<file path="config.mk">
export PLATFORM = sky130hd
export DESIGN_NAME = fslm_ram
export DESIGN_NICKNAME = d
export VERILOG_FILES = /design/src/rtl/frame_sequence_link_monitor_assert.svh /design/src/rtl/fslm_ram.sv
export SDC_FILE = /design/constraint.sdc
export NUM_CORES = 2
export LEC_CHECK = 0
export BUFFER_PORTS_ARGS = -buffer_cell sky130_fd_sc_hd__buf_2
export CORE_UTILIZATION = 60
export CTS_BUF_LIST = sky130_fd_sc_hd__clkbuf_2 sky130_fd_sc_hd__clkbuf_4 sky130_fd_sc_hd__clkbuf_8
export CTS_CLUSTER_DIAMETER = 150
export DETAILED_ROUTE_END_ITERATION = 7
export PLACE_DENSITY = 0.83
export SLEW_MARGIN = 0
export SYNTH_ARGS = -nofsm -noshare
export SYNTH_HDL_FRONTEND = slang
export SYNTH_SLANG_ARGS = --single-unit
</file>
<file path="constraint.sdc">
create_clock -name clk -period 7.1 [get_ports clk]
set_input_delay 0.355 -clock clk [delete_from_list [all_inputs] [get_ports clk]]
set_output_delay 0.355 -clock clk [all_outputs]
set_load 0.05 [all_outputs]
</file>
<file path="src/rtl/frame_sequence_link_monitor_assert.svh">
// assertion macros for the frame sequence link monitor
// expects clk and rst in the scope of each use
`ifndef FRAME_SEQUENCE_LINK_MONITOR_ASSERT_SVH
`define FRAME_SEQUENCE_LINK_MONITOR_ASSERT_SVH

// same-cycle implication
`define FSLM_ASSERT_NOW(label, ante, cons, msg) \
  label: assert property (@(posedge clk) disable iff (rst) (ante) |-> (cons)) \
    else $error(msg);

// next-cycle implication
`define FSLM_ASSERT_NEXT(label, ante, cons, msg) \
  label: assert property (@(posedge clk) disable iff (rst) (ante) |=> (cons)) \
    else $error(msg);

`endif

</file>
<file path="src/rtl/fslm_ram.sv">
// generic single-write, single-read ram with registered read data
// no dependencies
module fslm_ram #(
  parameter int WIDTH = 32,
  parameter int DEPTH = 64,
  localparam int AW = (DEPTH > 1) ? $clog2(DEPTH) : 1
) (
  input  logic             clk,
  input  logic             we,
  input  logic [AW-1:0]    waddr,
  input  logic [WIDTH-1:0] wdata,
  input  logic [AW-1:0]    raddr,
  output logic [WIDTH-1:0] rdata
);

  logic [WIDTH-1:0] mem [DEPTH];

  always_ff @(posedge clk) begin
    if (we) begin
      mem[waddr] <= wdata;
    end
    rdata <= mem[raddr];
  end

endmodule

</file>
Word level (Yosys, flattened, before mapping)
Memories as Yosys holds them, arrays and structs flattened. A register that Yosys moved wholly into a read port is not among the register bits. Index checks and enable logic that the tools add are counted.

Flip-flop bits (word level): 0. Output and inout bits: 32. Memories: 1. Memory bits (writable): 2048. Word-level logic and storage cells: 3. Bits of input ports: 46.

Mux-type cells: 2.

Memory list: mem (depth 64, bits a word 32, rd ports 1, clocked after Yosys merged registers in 1, wr ports 1, line fslm_ram.sv:16) `logic [WIDTH-1:0] mem [DEPTH];`.

Operator list (number): $mux 1 (2).

Logic depth before layout (Yosys ltp)
Word-level depth: 2. Mapped depth: 10. Depth with buffers taken out: 5.

Worst setup path after synthesis
OpenSTA, ideal clock, no wires.

Path kind: in2reg. Start: in waddr[3]. End: mem mem[48][0] (enable). Arrival time: 3.054 ns. Data required time: 6.639 ns. Setup slack: 3.585 ns. Stages on the path: 4. Path buffers: 1. Setup time: 0.461 ns. Path through: clkbuf_1 > nor2b_1 > nand4b_1 > nor3_1.

RTL lines: from (decl) (line fslm_ram.sv:10) `input logic [AW-1:0] waddr,`; to (decl) (line fslm_ram.sv:16).

No word-level cell before the write port.

==> results.py <==
metrics = {
    "run_status": {
        "outcome": "complete, no violations",
    },
    "synth": {
        "syn-num-nets": 3370,
        "ys_seq_area_share_pct": 79.1,
        "yosysTopAreaCellShare_pct": 78.3,
        "yosys.area.top_type": "edfxtp_1",
        "ys_seq_elements": 2080,
        "synthCells": 3324,
        "yosys-top-cells-area": "edfxtp_1 78%, mux4_2 16%, mux2i_1 1.2%",
        "synth_most_common_cell": "edfxtp_1",
        "synthFlopType": "edfxtp_1",
        "synth_edf_count": 2048,
        "yosys_warnings": 0,
        "ys_types": 34,
        "ys_async_sr_fraction_pct": 0,
        "syn_avg_cell_area_um2": 23.6,
        "netlist_top_cells_count": "2048 x edfxtp_1, 544 x mux4_2, 137 x nor2_1, 93 x mux2i_1, 84 x o22ai_1",
        "netlist_area_um2": 78500,
    },
    "power": {
        "p_per_area_nw_per_um2": 281,
        "peakVddDrop_mv": 0.224,
        "power_leakage_nw": 27.6,
    },
    "routing": {
        "route.detailed.drc": 0,
        "wl_per_cell_um": 35.1,
        "via_per_inst": 6.88,
        "dr.pass1.iters": 5,
        "num_vias": 38700,
        "drt_iter0_markers": 6259,
        "wirelength_mm": 198,
        "antenna_left": 0,
    },
    "die": {
        "boundaryPins": 78,
        "rows": 132,
        "die_w_um": 364,
        "initial_core_util_pct": 60.6,
        "core_um2": 130000,
        "dieHeight_um": 364,
        "dieArea_um2": 132000,
    },
    "global_route": {
        "grt_pass1_wl_mm": 279,
        "grt_overflow": 0,
        "grt_util_all_layers_pct": 30.6,
        "grt_max_degree": 112,
        "antenna_found_initial": 15,
        "grt_pass1_vias": 39800,
    },
    "timing": {
        "finalWorstSetupSlack_ps": 3990,
        "tightest_slew_ps": 1370,
        "relSlewSlack_pct": 8.73,
        "timing.final.hold_violations": 0,
        "tns_ps": 0,
        "post-route-period-util_pct": 43.8,
        "rsz0062_at_grt": "false",
        "fin_crit_ps": 3110,
        "fmax_ghz": 0.321,
        "setup_viol": 0,
        "drv_slew": 0,
        "skew_ps": 56.5,
    },
    "placement": {
        "gp_congestion": 0.831,
        "dp_hpwl_mm": 106,
        "dpl.cell_count": 5065,
        "pre_cts_ws_ps": 2980,
        "portBuffers": 77,
        "post_dp_cell_area_um2": 81600,
    },
    "worst_setup_path": {
        "reg2reg_slack_ps": 4610,
        "worstReg2RegStart": "mem[27][30]$_DFFE_PP_",
        "r2r_cells": 4,
        "crit_end": "rdata[0]$_DFF_P_",
        "path_max_fanout": 69,
        "critPathArrivalTime_ps": 3940,
        "start_kind": "input port",
        "worstPathRequired_ps": 7930,
        "worstSetupStartpoint": "raddr[0]",
        "reg2reg_to": "rdata[30]$_DFF_P_",
        "end_kind": "flop",
        "crit_type": "in2reg",
    },
    "cells_and_area": {
        "syn_to_final_growth_pct": 11.9,
        "post-route-cell-area_um2": 87900,
        "num-fill-cells": 7201,
        "layoutNonFillerInstCount": 5631,
        "final_nets": 3700,
        "drive_gt1_share_pct": 33.3,
    },
    "clock_tree": {
        "cts-buffers-inserted": 322,
        "cts_sinks": 2080,
        "cts_tree": "built",
        "clock_path_buffers": 4,
        "clkLatencyLatePin_ps": 1010,
        "htreeDepth": 5,
        "cts_root_buffer": "clkbuf_8",
        "cts-resized-gates": 0,
        "clk_pin_slew_ps": 60,
    },
    "worst_hold_path": {
        "hold_class": "in2reg",
        "hold_depth": 2,
    },
    "job": {
        "drv_cap": 0,
    },
}
==> placed cells by master, fill, tap and decap left out, drive strengths merged, types with 26 or more instances in the layout <==
cell,count
dfxtp,32
edfxtp,2048
mux4,544
buf,181
o22ai,84
clkinv,86
mux2i,93
nor2,137
o221ai,27
nand2,26
clkbuf,458
a21oi,62
==> worst max-delay path: stages <==
cell,delay [ps]
buf_8,600
buf_12,490
buf_4,540
mux4_2,580
o221ai_1,200
a21oi_1,140
a21oi_1,790
nor2_1,90
==> worst min path at each step <==
stage / from / end / slack [ps]
detailed placement: mem[12][17]$_DFFE_PP_ / rdata[17]$_DFF_P_ / 710
global route: wdata[0] / mem[20][0]$_DFFE_PP_ / 60
finish: wdata[4] / mem[61][4]$_DFFE_PP_ / 80
CTS: wdata[0] / mem[15][0]$_DFFE_PP_ / 1
floorplan: wdata[0] / mem[0][0]$_DFFE_PP_ / 450
global placement: mem[12][17]$_DFFE_PP_ / rdata[17]$_DFF_P_ / 690
==> final cells by class <==
| cell class | count | area [um2] | share of cell area (%) |
|---|---|---|---|
| flip-flops and latches | 2080 | 62100 | 70.7 |
| multi-input cells | 1062 | 16000 | 18.2 |
| clock buffers | 458 | 5660 | 6.44 |
| well taps | 1742 | 2180 | 2.48 |
| repair buffers | 188 | 1370 | 1.56 |
| clock inverters | 97 | 557 | 0.634 |
| diodes | 4 | 10.0 | 0.0114 |
==> flip-flops by register name (all words and copies together) (netlist names) <==
register  flops
rdata        32
mem        2048
==> logic make-up after synthesis <==
family	count (synthesis)	share of synthesized area, %
and+or+nand+nor	223	1.27
DFF	2080	79.1
buffers and inverters	182	1.13
AOI/OAI and AO/OA	202	1.67
muxes	637	16.8
==> power breakdown <==
part	switching, W	internal [W]	total (W)	leakage (nW)
combinational	0.000887	0.000443	0.00133	5.59
clock	0.00440	0.00529	0.00970	3.31
sequential	0.0000677	0.0136	0.0137	18.7
==> repair_timing <==
action / 4_1_cts / 5_1_grt
endpoints found under the setup margin: 0 / 0
setup buffers: 0 / 0
endpoints found under the hold margin: 34 / 0
hold buffers: 7 / 0
==> per-stage QoR <==
step | util (%) | hold slack, ps | total power [W]
final | 67.8 | 77.8 | 0.0247
after CTS | 67.8 | 1.24 | 0.0248
after floorplan | - | 454 | 0.0146
after detailed placement | 62.9 | 711 | 0.0152
after global placement | 62.9 | 691 | 0.0152
after global routing | 67.8 | 55.6 | 0.0253
==> layer usage <==
metal,track usage [%],up-vias,share of wire (%),routed length [um]
met5,0,-,0.048,95
met1,40.3,19800,33,65600
li1,-,15000,-,-
met2,47.7,3259,48,94200
met3,7.71,645,13,26300
met4,16.2,14,5.8,11400
Power figures use the tool's default switching activity.
