File: src/rtl/frame_sequence_link_monitor_assert.svh
// assertion macros for the frame sequence link monitor
// expects clk and rst in the scope of each use
`ifndef FRAME_SEQUENCE_LINK_MONITOR_ASSERT_SVH
`define FRAME_SEQUENCE_LINK_MONITOR_ASSERT_SVH

// same-cycle implication
`define FSLM_ASSERT_NOW(label, ante, cons, msg) \
  label: assert property (@(posedge clk) disable iff (rst) (ante) |-> (cons)) \
    else $error(msg);

// next-cycle implication
`define FSLM_ASSERT_NEXT(label, ante, cons, msg) \
  label: assert property (@(posedge clk) disable iff (rst) (ante) |=> (cons)) \
    else $error(msg);

`endif

File: src/rtl/fslm_pkg.sv
// shared types and constants of the frame sequence link monitor
// no dependencies
package fslm_pkg;

  localparam int WINDOW_DEPTH_DEF = 64;
  localparam int EXT_WIDTH_DEF    = 48;
  localparam int SEQ_W            = 32;
  localparam int CFG_SB_W         = 6;
  localparam int CFG_WS_W         = 7;
  localparam int RUN_W            = 8;
  localparam int APB_AW           = 4;
  localparam int APB_DW           = 32;

  localparam logic [RUN_W-1:0]    RUN_LIMIT    = 8'd10;
  localparam logic [RUN_W-1:0]    RUN_MAX      = 8'd255;
  localparam logic [CFG_SB_W-1:0] SEQ_BITS_MAX = 6'd32;
  localparam logic [CFG_SB_W-1:0] SEQ_BITS_RST = 6'd32;
  localparam logic [CFG_WS_W-1:0] WIN_SIZE_RST = 7'd64;

  typedef enum logic [1:0] {
    REG_SEQ_BITS    = 2'd0,
    REG_WINDOW_SIZE = 2'd1,
    REG_EXT_STATS   = 2'd2,
    REG_DEV_INIT    = 2'd3
  } reg_idx_t;

  typedef enum logic [1:0] {
    LS_READY       = 2'd0,
    LS_ERROR       = 2'd1,
    LS_OFFLINE     = 2'd2,
    LS_NOT_STARTED = 2'd3
  } link_status_t;

  typedef enum logic {
    ALU_ADD = 1'b0,
    ALU_SUB = 1'b1
  } alu_op_t;

  typedef struct packed {
    logic         connected;
    link_status_t status;
    logic         lost_error;
  } link_state_t;

endpackage

File: src/rtl/fslm_alu.sv
// shared add/subtract unit of the extended-sequence datapath
// depends on fslm_pkg
module fslm_alu import fslm_pkg::*; #(
  parameter int W = EXT_WIDTH_DEF
) (
  input  alu_op_t      op,
  input  logic [W-1:0] a,
  input  logic [W-1:0] b,
  output logic [W-1:0] res,
  output logic         co
);

  logic [W:0] wide;

  always_comb begin
    case (op)
      ALU_ADD: wide = {1'b0, a} + {1'b0, b};
      ALU_SUB: wide = {1'b0, a} - {1'b0, b};
      default: wide = '0;
    endcase
  end

  // carry on add, borrow on subtract
  assign res = wide[W-1:0];
  assign co  = wide[W];

endmodule

File: config.mk
export PLATFORM = sky130hd
export DESIGN_NAME = fslm_alu
export DESIGN_NICKNAME = d
export VERILOG_FILES = /design/src/rtl/frame_sequence_link_monitor_assert.svh /design/src/rtl/fslm_pkg.sv /design/src/rtl/fslm_alu.sv
export SDC_FILE = /design/constraint.sdc
export NUM_CORES = 1
export LEC_CHECK = 0
export BUFFER_PORTS_ARGS = -buffer_cell sky130_fd_sc_hd__buf_2
export CAP_MARGIN = 15
export CORE_MARGIN = 3
export CORE_UTILIZATION = 58
export DETAILED_ROUTE_END_ITERATION = 10
export GPL_TIMING_DRIVEN = 0
export PLACE_DENSITY = 0.92
export SLEW_MARGIN = 25
export SYNTH_ARGS = -nofsm -noshare
export SYNTH_HDL_FRONTEND = slang
export SYNTH_SLANG_ARGS = --single-unit
export TNS_END_PERCENT = 5
File: constraint.sdc
create_clock -name vclk -period 8.7
set_input_delay 0.87 -clock vclk [all_inputs]
set_output_delay 0.87 -clock vclk [all_outputs]
set_load 0.05 [all_outputs]
; ---- Word-level counts from Yosys, hierarchy flattened
; Cells that the tools add are included.
[word_totals]
ff_bits = 0
latch_bits = 0
ram_bits = 0
romBits = 0
in_bits = 97
output_inout_bits = 49
word_cells = 4
memories = 0
[classes]
add_sub_neg = 2
multipliers = 0
n_div = 0
order_cmp = 0
eq_ne = 0
shifts = 0
mux = 1
bitwise_logic = 1
n_reduce_logical = 0
[op_table]
columns = cell, count
row1 = 49-bit case mux with 2 select lines, 1
row2 = 48-bit by 48-bit adder with 49-bit output, 1
row3 = 48-bit by 48-bit subtractor with 49-bit output, 1
row4 = 1-bit NOT, 1

; ---- Logic depth before layout (Yosys ltp)
[depth]
depth_word = 2
depth_mapped = 20
depth_no_buf = 18

; ---- Worst setup path before layout
; OpenSTA, ideal clock, no wires.
[synth_path]
path_type = input to output
start = in b[10]
end = out res[39]
t_arrival_ns = 5.780
required_time_ns = 7.830
path_slack_ns = 2.050
stages = 15
n_path_buf = 0
cell_sequence = or4_4 or3_4 nor3_2 and2_2 nor2_1 xnor2_1 ha_1 a21o_1 o21bai_1 a21o_1 a21o_1 o21ai_1 a211oi_2 o211a_1 a2111oi_1
[synth_between]
elab_chain_len = 2
elab_cells_between_ends = 3
classes_between = add/sub (2) / mux (1)
[synth_lines]
columns = item, line
row1 = from (decl), fslm_alu.sv:8  ; input logic [W-1:0] b,
row2 = 48-bit by 48-bit subtractor with 49-bit output / 48-bit by 48-bit adder with 49-bit output (equally long branches), "fslm_alu.sv:18, fslm_alu.sv:17"
row3 = 49-bit case mux with 2 select lines *, fslm_alu.sv:16  ; case (op)
row4 = to (decl), fslm_alu.sv:9  ; output logic [W-1:0] res,
; Every way passes the cells marked *; elsewhere a longest branch is shown, timed or not.

; ---- Final worst setup path
[layout_path]
start = in b[10]
end = out res[47]
; The elaborated chain is that of the path after synthesis.

==> flow_summary_export.csv <==
group,metric,value,unit
yosys,synth_top_cell_area_share,0.1516,
global_route,grt_use_total,0.3262,
yosys,synth_common_cells,"82 x a21oi_1, 69 x nor2_1, 69 x xnor2_1",
yosys,yosysSeqAreaShare,0,
placed_design,dpl.hpwl,11.73,mm
power,cellLeakagePower,2.243,nW
floorplan,dieArea,0.008012,mm2
clocking,hold_buffers,0,
final_layout,n_clock_buffer,0,
yosys,synth_cell_types,66,
final_layout,final_util,0.7453,
worst_setup_path,worst-path-buf-inv,4,
yosys,syn_area,0.004045,mm2
worst_setup_path,cp.arrival,5.67,ns
worst_setup_path,startpoint_type,"primary input",
yosys,yosysMostFrequentCell,"a21oi_1",
worst_setup_path,path_cells,"buf_2 > or4_4 > or3_4 > nor3_2 > and2_2 > nand3_2 > nor2_4 > a21oi_1 > xnor2_1 > ha_1 > clkbuf_1 > and2_1 > clkbuf_1 > nand2_1 > nor4_1 > a41oi_1 > xnor2_1 > buf_2",
worst_setup_path,critPathMaxStageDelay,0.64,ns
final_layout,area_growth,21.00,%
timing,fmax,0.1530,GHz
power,vdd_ir_drop_max,145.9,uV
routing,vias,5211,
clocking,cts_resized,0,
global_route,antenna_found_initial,1,
timing,final-max-slew-violation-count,0,
yosys,synth_cells,614,
floorplan,io_pins,146,
timing,hold_slack,2.222,ns
global_route,grt-ovfl-total,0,
timing,rsz0062_at_grt,"no",
placed_design,gp_congestion,1.036,
timing,slew_headroom,0.5055,
global_route,grt_pass1_vias,4781,
routing,wl_per_cell,15.97,um
yosys,syn-num-nets,761,
floorplan,start_util,0.6159,
routing,wl,13.64,mm
floorplan,core,0.006568,mm2
yosys,ys_warn_count,0,
final_layout,nFillCells,562,
routing,dr.pass1.iters,5,
placed_design,place.port_buffers,146,
worst_setup_path,endpoint_kind,"output pin",
final_layout,layout-drive-gt1-share,0.2276,
timing,timing.final.crit_period,6.538,ns
worst_setup_path,slowest_stage,"nor4_1",
status,status,"complete, no violations",
final_layout,layout.nets,909,
flow_run,drv_cap,0,
global_route,grt_max_degree,11,
routing,drt_iter0_drc,455,
floorplan,rows,29,
global_route,grt_pass1_wl,21.33,mm
timing,tightest_slew,0.7349,ns
yosys,synthTopCellsByArea,"ha_1 15%, xnor2_1 15%, a21oi_1 10%, nor2_1 6.4%, nand2_1 4.3%",
final_layout,seqCellArea,0,um2
worst_setup_path,critPathRequiredTime,7.83,ns
power,power_density,159.0,mW/mm2
routing,drc_errors,0,
worst_setup_path,worst-path-max-fanout,10,
timing,finalHoldViolCount,0,
floorplan,die_y,89.51,um
yosys,syn_area_per_cell,6.588,um2
final_layout,seq_cells,0,
routing,vias_per_cell,6.102,
worst_setup_path,critPathKind,"in -> out",
clocking,post_cts_buffers,0,
floorplan,die_w,89.51,um
routing,ant_nets,0,
timing,tns,0,ns
worst_setup_path,cp_top_family,"simple AND/OR/NAND/NOR gates",
yosys,yosysTopAreaCell,"ha_1",
timing,fin_crit_sh,0.7515,
hold_path,hp-class,"in -> out",
timing,finalSetupViolations,0,
==> area by class of cell <==
| class | instances | area [um2] | area share |
|---|---|---|---|
| Tap cell | 93 | 116.4 | 0.02377 |
| Inverter | 22 | 82.58 | 0.01687 |
| Buffer | 28 | 108.9 | 0.02224 |
| Timing Repair Buffer | 146 | 730.7 | 0.1493 |
| Antenna cell | 1 | 2.502 | 0.0005112 |
| Multi-Input combinational cell | 564 | 3854 | 0.7873 |
==> placed cells by master, fill, tap and decap left out, types with 2 or more instances in the layout <==
| cell type | instances |
|---|---|
| nand2b_1 | 4 |
| or2_2 | 3 |
| and2_1 | 4 |
| xor2_1 | 18 |
| nor3b_1 | 3 |
| a21boi_0 | 2 |
| nor3_1 | 24 |
| a211oi_1 | 2 |
| o2111a_1 | 3 |
| o21bai_1 | 12 |
| nor4_1 | 8 |
| mux2i_1 | 2 |
| or4_1 | 2 |
| a31oi_1 | 18 |
| a211oi_2 | 3 |
| buf_2 | 149 |
| xnor2_1 | 69 |
| inv_1 | 22 |
| a21o_1 | 21 |
| nand2_1 | 46 |
| and3_1 | 7 |
| buf_1 | 3 |
| nor2b_1 | 4 |
| o41ai_1 | 2 |
| o21ai_1 | 2 |
| nand3_1 | 12 |
| clkbuf_1 | 22 |
| nand4_1 | 15 |
| a21oi_1 | 82 |
| o31ai_1 | 2 |
| o21a_1 | 4 |
| o211a_1 | 2 |
| or3_1 | 3 |
| a221oi_1 | 3 |
| o21ba_2 | 2 |
| o21ai_0 | 30 |
| ha_1 | 49 |
| a211o_1 | 3 |
| nor4_2 | 3 |
| nor2_1 | 69 |
==> metrics by stage <==
step	std cells	power, mW	cell area (um2)	worst slack [ns]
floorplan	614	0.5952	4045	2.050
global placement	853	0.7570	4892	2.324
detailed placement	853	0.7686	4892	2.221
CTS	853	0.7714	4892	2.226
global route	854	0.8334	4895	1.849
finish	854	0.7782	4895	2.162
==> power by group <==
group | internal (mW) | total [mW] | switching (mW)
combinational | 0.225 | 0.778 | 0.553
clock | 0.0000000154 | 0.0000000154 | 0
sequential | 0 | 0 | 0
==> cell families after synthesis <==
kind of cell | count (synthesis) | synth area share
AO/OA/AOI/OAI | 205 | 0.3251
XOR/XNOR | 87 | 0.1884
adder cells (fa/ha/maj) | 50 | 0.1565
buffers and inverters | 50 | 0.04732
multiplexers | 2 | 0.004949
AND/OR/NAND/NOR | 220 | 0.2778
==> path summary, 6_finish.rpt <==
kind | start | endpoint | slack, ns | cells after the start
min | b[0] | res[0] | 2.22 | 4
max | b[10] | res[47] | 2.16 | 18
==> metal layers <==
| metal | wire (um) | up-vias | share of wire | GRT usage |
|---|---|---|---|---|
| met4 | 337 | 0 | 0.025 | 0.07713 |
| met2 | 6351 | 272 | 0.47 | 0.5640 |
| met3 | 1252 | 39 | 0.092 | 0.03687 |
| li1 | - | 2564 | - | - |
| met5 | 0 | - | 0 | 0 |
| met1 | 5696 | 2336 | 0.42 | 0.4309 |
No activity file was read; power rests on OpenSTA's default activity.
