==> src/rtl/frame_sequence_link_monitor_assert.svh <==
// assertion macros for the frame sequence link monitor
// expects clk and rst in the scope of each use
`ifndef FRAME_SEQUENCE_LINK_MONITOR_ASSERT_SVH
`define FRAME_SEQUENCE_LINK_MONITOR_ASSERT_SVH

// same-cycle implication
`define FSLM_ASSERT_NOW(label, ante, cons, msg) \
  label: assert property (@(posedge clk) disable iff (rst) (ante) |-> (cons)) \
    else $error(msg);

// next-cycle implication
`define FSLM_ASSERT_NEXT(label, ante, cons, msg) \
  label: assert property (@(posedge clk) disable iff (rst) (ante) |=> (cons)) \
    else $error(msg);

`endif

==> src/rtl/fslm_pkg.sv <==
// shared types and constants of the frame sequence link monitor
// no dependencies
package fslm_pkg;

  localparam int WINDOW_DEPTH_DEF = 64;
  localparam int EXT_WIDTH_DEF    = 48;
  localparam int SEQ_W            = 32;
  localparam int CFG_SB_W         = 6;
  localparam int CFG_WS_W         = 7;
  localparam int RUN_W            = 8;
  localparam int APB_AW           = 4;
  localparam int APB_DW           = 32;

  localparam logic [RUN_W-1:0]    RUN_LIMIT    = 8'd10;
  localparam logic [RUN_W-1:0]    RUN_MAX      = 8'd255;
  localparam logic [CFG_SB_W-1:0] SEQ_BITS_MAX = 6'd32;
  localparam logic [CFG_SB_W-1:0] SEQ_BITS_RST = 6'd32;
  localparam logic [CFG_WS_W-1:0] WIN_SIZE_RST = 7'd64;

  typedef enum logic [1:0] {
    REG_SEQ_BITS    = 2'd0,
    REG_WINDOW_SIZE = 2'd1,
    REG_EXT_STATS   = 2'd2,
    REG_DEV_INIT    = 2'd3
  } reg_idx_t;

  typedef enum logic [1:0] {
    LS_READY       = 2'd0,
    LS_ERROR       = 2'd1,
    LS_OFFLINE     = 2'd2,
    LS_NOT_STARTED = 2'd3
  } link_status_t;

  typedef enum logic {
    ALU_ADD = 1'b0,
    ALU_SUB = 1'b1
  } alu_op_t;

  typedef struct packed {
    logic         connected;
    link_status_t status;
    logic         lost_error;
  } link_state_t;

endpackage

==> src/rtl/fslm_link.sv <==
// period run counters and connect/disconnect state of the link
// depends on fslm_pkg
module fslm_link import fslm_pkg::*; (
  input  logic        clk,
  input  logic        rst,
  input  logic        tick,
  input  logic        had_frame,
  input  logic        dev_init,
  output link_state_t state
);

  logic [RUN_W-1:0] run_with;
  logic [RUN_W-1:0] run_without;
  logic [RUN_W-1:0] run_with_next;
  logic [RUN_W-1:0] run_without_next;
  link_state_t      state_next;

  always_comb begin
    state_next = state;
    if (had_frame) begin
      run_with_next    = (run_with < RUN_MAX) ? run_with + 1'b1 : run_with;
      run_without_next = '0;
    end else begin
      run_with_next    = '0;
      run_without_next = (run_without < RUN_MAX) ? run_without + 1'b1 : run_without;
    end
    if (run_with_next >= RUN_LIMIT && !state.connected) begin
      state_next.connected  = 1'b1;
      state_next.lost_error = 1'b0;
      if (dev_init) begin
        state_next.status = LS_READY;
      end
    end
    if (run_without_next >= RUN_LIMIT && state_next.connected) begin
      state_next.connected  = 1'b0;
      state_next.lost_error = 1'b1;
      state_next.status     = LS_OFFLINE;
    end
  end

  always_ff @(posedge clk) begin
    if (rst) begin
      run_with    <= '0;
      run_without <= '0;
      state       <= '{connected: 1'b0, status: LS_NOT_STARTED, lost_error: 1'b0};
    end else if (tick) begin
      run_with    <= run_with_next;
      run_without <= run_without_next;
      state       <= state_next;
    end
  end

endmodule

==> config.mk <==
export PLATFORM = sky130hd
export DESIGN_NAME = fslm_link
export DESIGN_NICKNAME = d
export VERILOG_FILES = /design/src/rtl/frame_sequence_link_monitor_assert.svh /design/src/rtl/fslm_pkg.sv /design/src/rtl/fslm_link.sv
export SDC_FILE = /design/constraint.sdc
export NUM_CORES = 1
export LEC_CHECK = 0
export BUFFER_PORTS_ARGS = -buffer_cell sky130_fd_sc_hd__buf_2
export CAP_MARGIN = 20
export CORE_ASPECT_RATIO = 0.8
export CORE_UTILIZATION = 32
export CTS_CLUSTER_SIZE = 40
export DETAILED_ROUTE_END_ITERATION = 16
export PLACE_DENSITY = 0.52
export RECOVER_POWER = 50
export SYNTH_ARGS = -nofsm -noshare
export SYNTH_HDL_FRONTEND = slang
export SYNTH_SLANG_ARGS = --single-unit
==> constraint.sdc <==
create_clock -name clk -period 6.3 [get_ports clk]
set_clock_uncertainty 0.15 [all_clocks]
set_input_delay 0.315 -clock clk [delete_from_list [all_inputs] [get_ports clk]]
set_output_delay 0.315 -clock clk [all_outputs]
set_load 0.02 [all_outputs]
### Word level (Yosys, flattened, before mapping)

Cells that the tools add are included.

* flip-flop bits (word level): 20
* bits of input ports: 5

* add/sub/neg operators: 2
* magnitude comparators: 4
* reductions and logical operators: 7
* mux-type cells: 7

Operators with widths (number)
* 2-to-1 mux 8 bit: 4
* adder 8 x 1 -> 8 bit (second input constant): 2
* greater-or-equal comparator 8 x 4 -> 1 bit (second input constant): 2
* less-than comparator 8 bit (second input constant): 2
* 2-to-1 mux 4 bit: 2
* nonzero test 2 bit: 2
* AND reduction 3 bit: 1
* logical AND 1 bit: 2
* 2-to-1 mux 2 bit: 1
* AND reduction 2 bit: 1
* zero test 1 bit: 1

### Longest topological paths before layout

* depth after elaboration: 9
* depth in mapped cells: 9
* mapped depth without buffers: 8

### Worst setup path after synthesis

OpenSTA, ideal clock, no wires.

* path type: register to register
* start: register run_with[0]
* end: register state[3] (netlist bit)
* slack: 4.093 ns
* cell stages (with the launch flop): 9
* clock period less this slack: 2.207 ns
* data arrival time: 1.929 ns
* path through: dfxtp_1 -> ha_1 -> nand4_2 -> nor3_2 -> or3_1 -> a31o_1 -> o41a_1 -> a21oi_1 -> nor2_1

* word-level cells in the longest chain between the ends: 8
* elaborated cells on any way between the ends: 9
* those cells by class: 1 x add/sub; 2 x order compare; 4 x mux; 2 x reduce/logical

Ends and longest elaborated chain
* start, declared: line fslm_link.sv:12 `logic [RUN_W-1:0] run_with;`
* start signal, assigned: line fslm_link.sv:47 `run_with <= run_with_next;`
* adder 8 x 1 -> 8 bit or less-than comparator 8 bit (tied branches): line fslm_link.sv:21 `run_with_next = (run_with < RUN_MAX) ? run_with + 1'b1 : run_with;`
* 2-to-1 mux 8 bit (*): line fslm_link.sv:21
* 2-to-1 mux 8 bit (*): line fslm_link.sv:20 `if (had_frame) begin`
* greater-or-equal comparator 8 x 4 -> 1 bit (*): line fslm_link.sv:27 `if (run_with_next >= RUN_LIMIT && !state.connected) begin`
* logical AND 1 bit (*): line fslm_link.sv:27
* 2-to-1 mux 4 bit (*): line fslm_link.sv:27
* logical AND 1 bit: line fslm_link.sv:34 `if (run_without_next >= RUN_LIMIT && state_next.connected) begin`
* 2-to-1 mux 4 bit (*): line fslm_link.sv:34
* end signal, assigned: line fslm_link.sv:45 `state <= '{connected: 1'b0, status: LS_NOT_STARTED, lost_error: 1'b0};`
* end signal, assigned: line fslm_link.sv:49 `state <= state_next;`
* end, declared: line fslm_link.sv:9 `output link_state_t state`

Mark *: on every way between the ends. The rest lies on a longest branch, timed or not. The select of a mux whose other input is x is not followed.
A chain may end at the register's enable or synchronous reset.

### Final worst setup path

* start: register run_with[0]
* end: register state[1] (netlist bit)

* word-level cells in the longest chain between the ends: 9
* elaborated cells on any way between the ends: 12
* those cells by class: 1 x add/sub; 2 x order compare; 4 x mux; 5 x reduce/logical

Ends and longest elaborated chain (line)
* adder 8 x 1 -> 8 bit or less-than comparator 8 bit (tied branches): fslm_link.sv:21
* 2-to-1 mux 8 bit (*): fslm_link.sv:21
* 2-to-1 mux 8 bit (*): fslm_link.sv:20
* greater-or-equal comparator 8 x 4 -> 1 bit (*): fslm_link.sv:27
* logical AND 1 bit (*): fslm_link.sv:27
* 2-to-1 mux 4 bit: fslm_link.sv:27
* logical AND 1 bit: fslm_link.sv:34
* nonzero test 2 bit (no source line)
* AND reduction 3 bit (no source line)

Marked as above.

==> impl_metrics.py <==
metrics = {
    "global_routing": {
        "track_usage_pct": 13.4,
        "grt_pass1_wl_mm": 4.33,
        "grt.met3_usage_pct": 3.95,
        "top_usage_layer": "met2",
        "grt.overflow.total": 0,
        "met1_usage_pct": 19.0,
        "grt_pass1_vias": 968,
        "gr-usage-met2_pct": 19.9,
        "antenna_found_initial": 0,
        "grt_max_degree": 25,
    },
    "timing": {
        "slew_headroom_pct": 58.7,
        "hold_violations": 0,
        "rsz0062_at_grt": "no",
        "setup_tns_ps": 0,
        "final_max_slew_viol_count": 0,
        "layout_setup_ws_ps": 3770,
        "finalCriticalPeriod_ps": 2530,
        "setup_viol": 0,
        "finalCritPeriodShare_pct": 40.2,
        "tightest_slew_ps": 614,
        "fmax_mhz": 395,
    },
    "synth": {
        "synth_top_flop_cell": "dfxtp_1",
        "yosysWarnings": 0,
        "synth-edff-count": 0,
        "synth_area_um2": 1200,
        "synthTopCellsByCount": "dfxtp_1, nor2_1, mux2i_1, nand2_1",
        "async_reset_ff_share_pct": 0,
        "yosys.area.top_type": "dfxtp_1",
        "syn_inst": 144,
        "synth_top_area_share_pct": 33.4,
        "yosys-top-cells-area": "dfxtp_1, mux2i_1, nor2_1",
        "synth-seq-area-share_pct": 33.4,
        "ys_types": 44,
        "synth-seq-cells": 20,
        "synth.avg_cell_area_um2": 8.32,
        "syn-num-nets": 151,
    },
    "die": {
        "rows": 19,
        "boundaryPins": 9,
        "die_h_um": 56.7,
        "start_util_pct": 34.3,
        "dieArea_um2": 4000,
        "core_um2": 3490,
        "fp.dieW_um": 70.4,
    },
    "route": {
        "vias_per_cell": 5.70,
        "wl_per_cell_um": 13.1,
        "drt_first_pass_iters": 4,
        "detail-route-antenna-nets": 0,
        "drt-total-wl_mm": 2.50,
        "drt_iter0_markers": 49,
        "post-route-drc-count": 0,
        "num_vias": 1088,
    },
    "status": {
        "status": "finished clean",
    },
    "clock_tree": {
        "clock_path_buffers": 2,
        "cts_inserted_buffers": 3,
        "cts_setup_buffers": 0,
        "cts_tree": "done",
        "root_buffer": "clkbuf_8",
        "ctsHoldBuffers": 0,
        "clk_pin_slew_ps": 80,
        "clock_latency_ps": 260,
        "htreeDepth": 1,
        "cts_resized": 0,
        "clkSinkCount": 20,
    },
    "power_and_ir_drop": {
        "powerDensity_nw_per_um2": 186,
        "ir_drop_v": 0.000184,
        "p_leak_uw": 0.000497,
    },
    "finish": {
        "diodes": 0,
        "fillerInstances": 364,
        "area_growth_pct": 8.04,
        "seqCellArea_um2": 400,
        "final_util_pct": 37.1,
        "nets": 157,
        "multi_input_area_um2": 741,
        "drive_above_1_share_pct": 11.4,
    },
    "placed_design": {
        "dpl_worst_slack_ps": 3930,
        "dpl.hpwl_mm": 1.77,
        "gp_congestion": 0.814,
        "port_buffers": 8,
    },
    "worst_setup_path": {
        "arrival_ps": 2530,
        "critPathCaptureType": "register",
        "critPathLaunchType": "register",
        "crit_fanout": 6,
        "critPathRequiredTime_ps": 6300,
        "worst-setup-path-type": "reg -> reg",
        "slowest_delay_ps": 510,
        "cp_common_cell": "a21o_1",
        "crit_path_cell_trace": "ha_1, nand4_1, nor3_1, o21a_1, a31o_1, o41ai_4, a21o_1, a21o_1",
        "crit_slowest_cell": "nor3_1",
    },
    "flow_run": {
        "max-cap-violations": 0,
    },
    "worst_hold_path": {
        "holdCritPathClass": "in -> reg",
    },
}
[final cells by class]
class / count / area share (%)
Clock buffer: 4 / 4.25
Timing Repair Buffer: 8 / 2.71
Sequential cell: 20 / 30.9
Tap cell: 42 / 4.06
Inverter: 3 / 0.870
Multi-Input combinational cell: 114 / 57.2
[through the flow]
stage | power [µW] | hold WS (ps) | area (µm²) | std cells
2_1_floorplan | 142 | 349 | 1200 | 144
3_3_place_gp | 147 | 297 | 1260 | 187
3_5_place_dp | 147 | 303 | 1260 | 187
4_1_cts | 246 | 243 | 1310 | 191
5_1_grt | 254 | 276 | 1290 | 191
6_report | 241 | 252 | 1290 | 191
[cells by family after synthesis]
logic type               share of synthesized area (%)
AO/OA/AOI/OAI                                     25.9
adder cells (fa/ha/maj)                           2.09
AND/OR/NAND/NOR                                   28.1
multiplexers                                      6.68
buffers and inverters                             3.86
flip-flops                                        33.4
[cells in the final DEF, fill, tap and decap left out, types with 2 or more instances in the layout]
master     n
nand4_1    2
dfxtp_1   20
inv_1      3
a21o_1     2
o211a_1    3
nand2_1    8
a211oi_1   6
or3_1      3
clkbuf_1   4
a31oi_1    4
nand3b_1   2
nand3_1    5
a22oi_1    2
ha_1       2
and3_1     6
nor3_1     5
clkbuf_8   4
buf_2      4
mux2i_1    8
o21ai_0    7
nand2b_1   2
a21oi_1    7
nor2_1    20
nor2b_1    2
[layer usage]
| metal | routed length (µm) | part of all wire [%] |
|---|---|---|
| met1 | 1330 | 53 |
| met2 | 1020 | 41 |
| met3 | 134 | 5.4 |
| met4 | 8 | 0.32 |
| met5 | 0 | 0 |
[report_power, final]
group	internal, µW	switching [µW]
Sequential	127	1.29
Clock	55.6	41.9
Combinational	5.22	10.1
[state kept, by name, summed over array words and instances (netlist names)]
register     cells
run_with         8
run_without      8
state            4
[path summary, 6_finish.rpt]
path                                   from        to  slack, ps  cells past startpoint
worst max-delay path            run_with[0]  state[1]       3770                      8
worst max register to register  run_with[0]  state[1]       3770                      8
worst min-delay path               dev_init  state[2]        250                      4
worst min register to register     state[0]  state[0]        310                      2
[worst max-delay path, delay by kind of cell (launching register included)]
family / cells / cell delay (ps)
compound gates: 5 / 930
fa+ha+maj: 1 / 260
simple gates: 2 / 680
flops: 1 / 400
(Power assumes the default switching activity.)
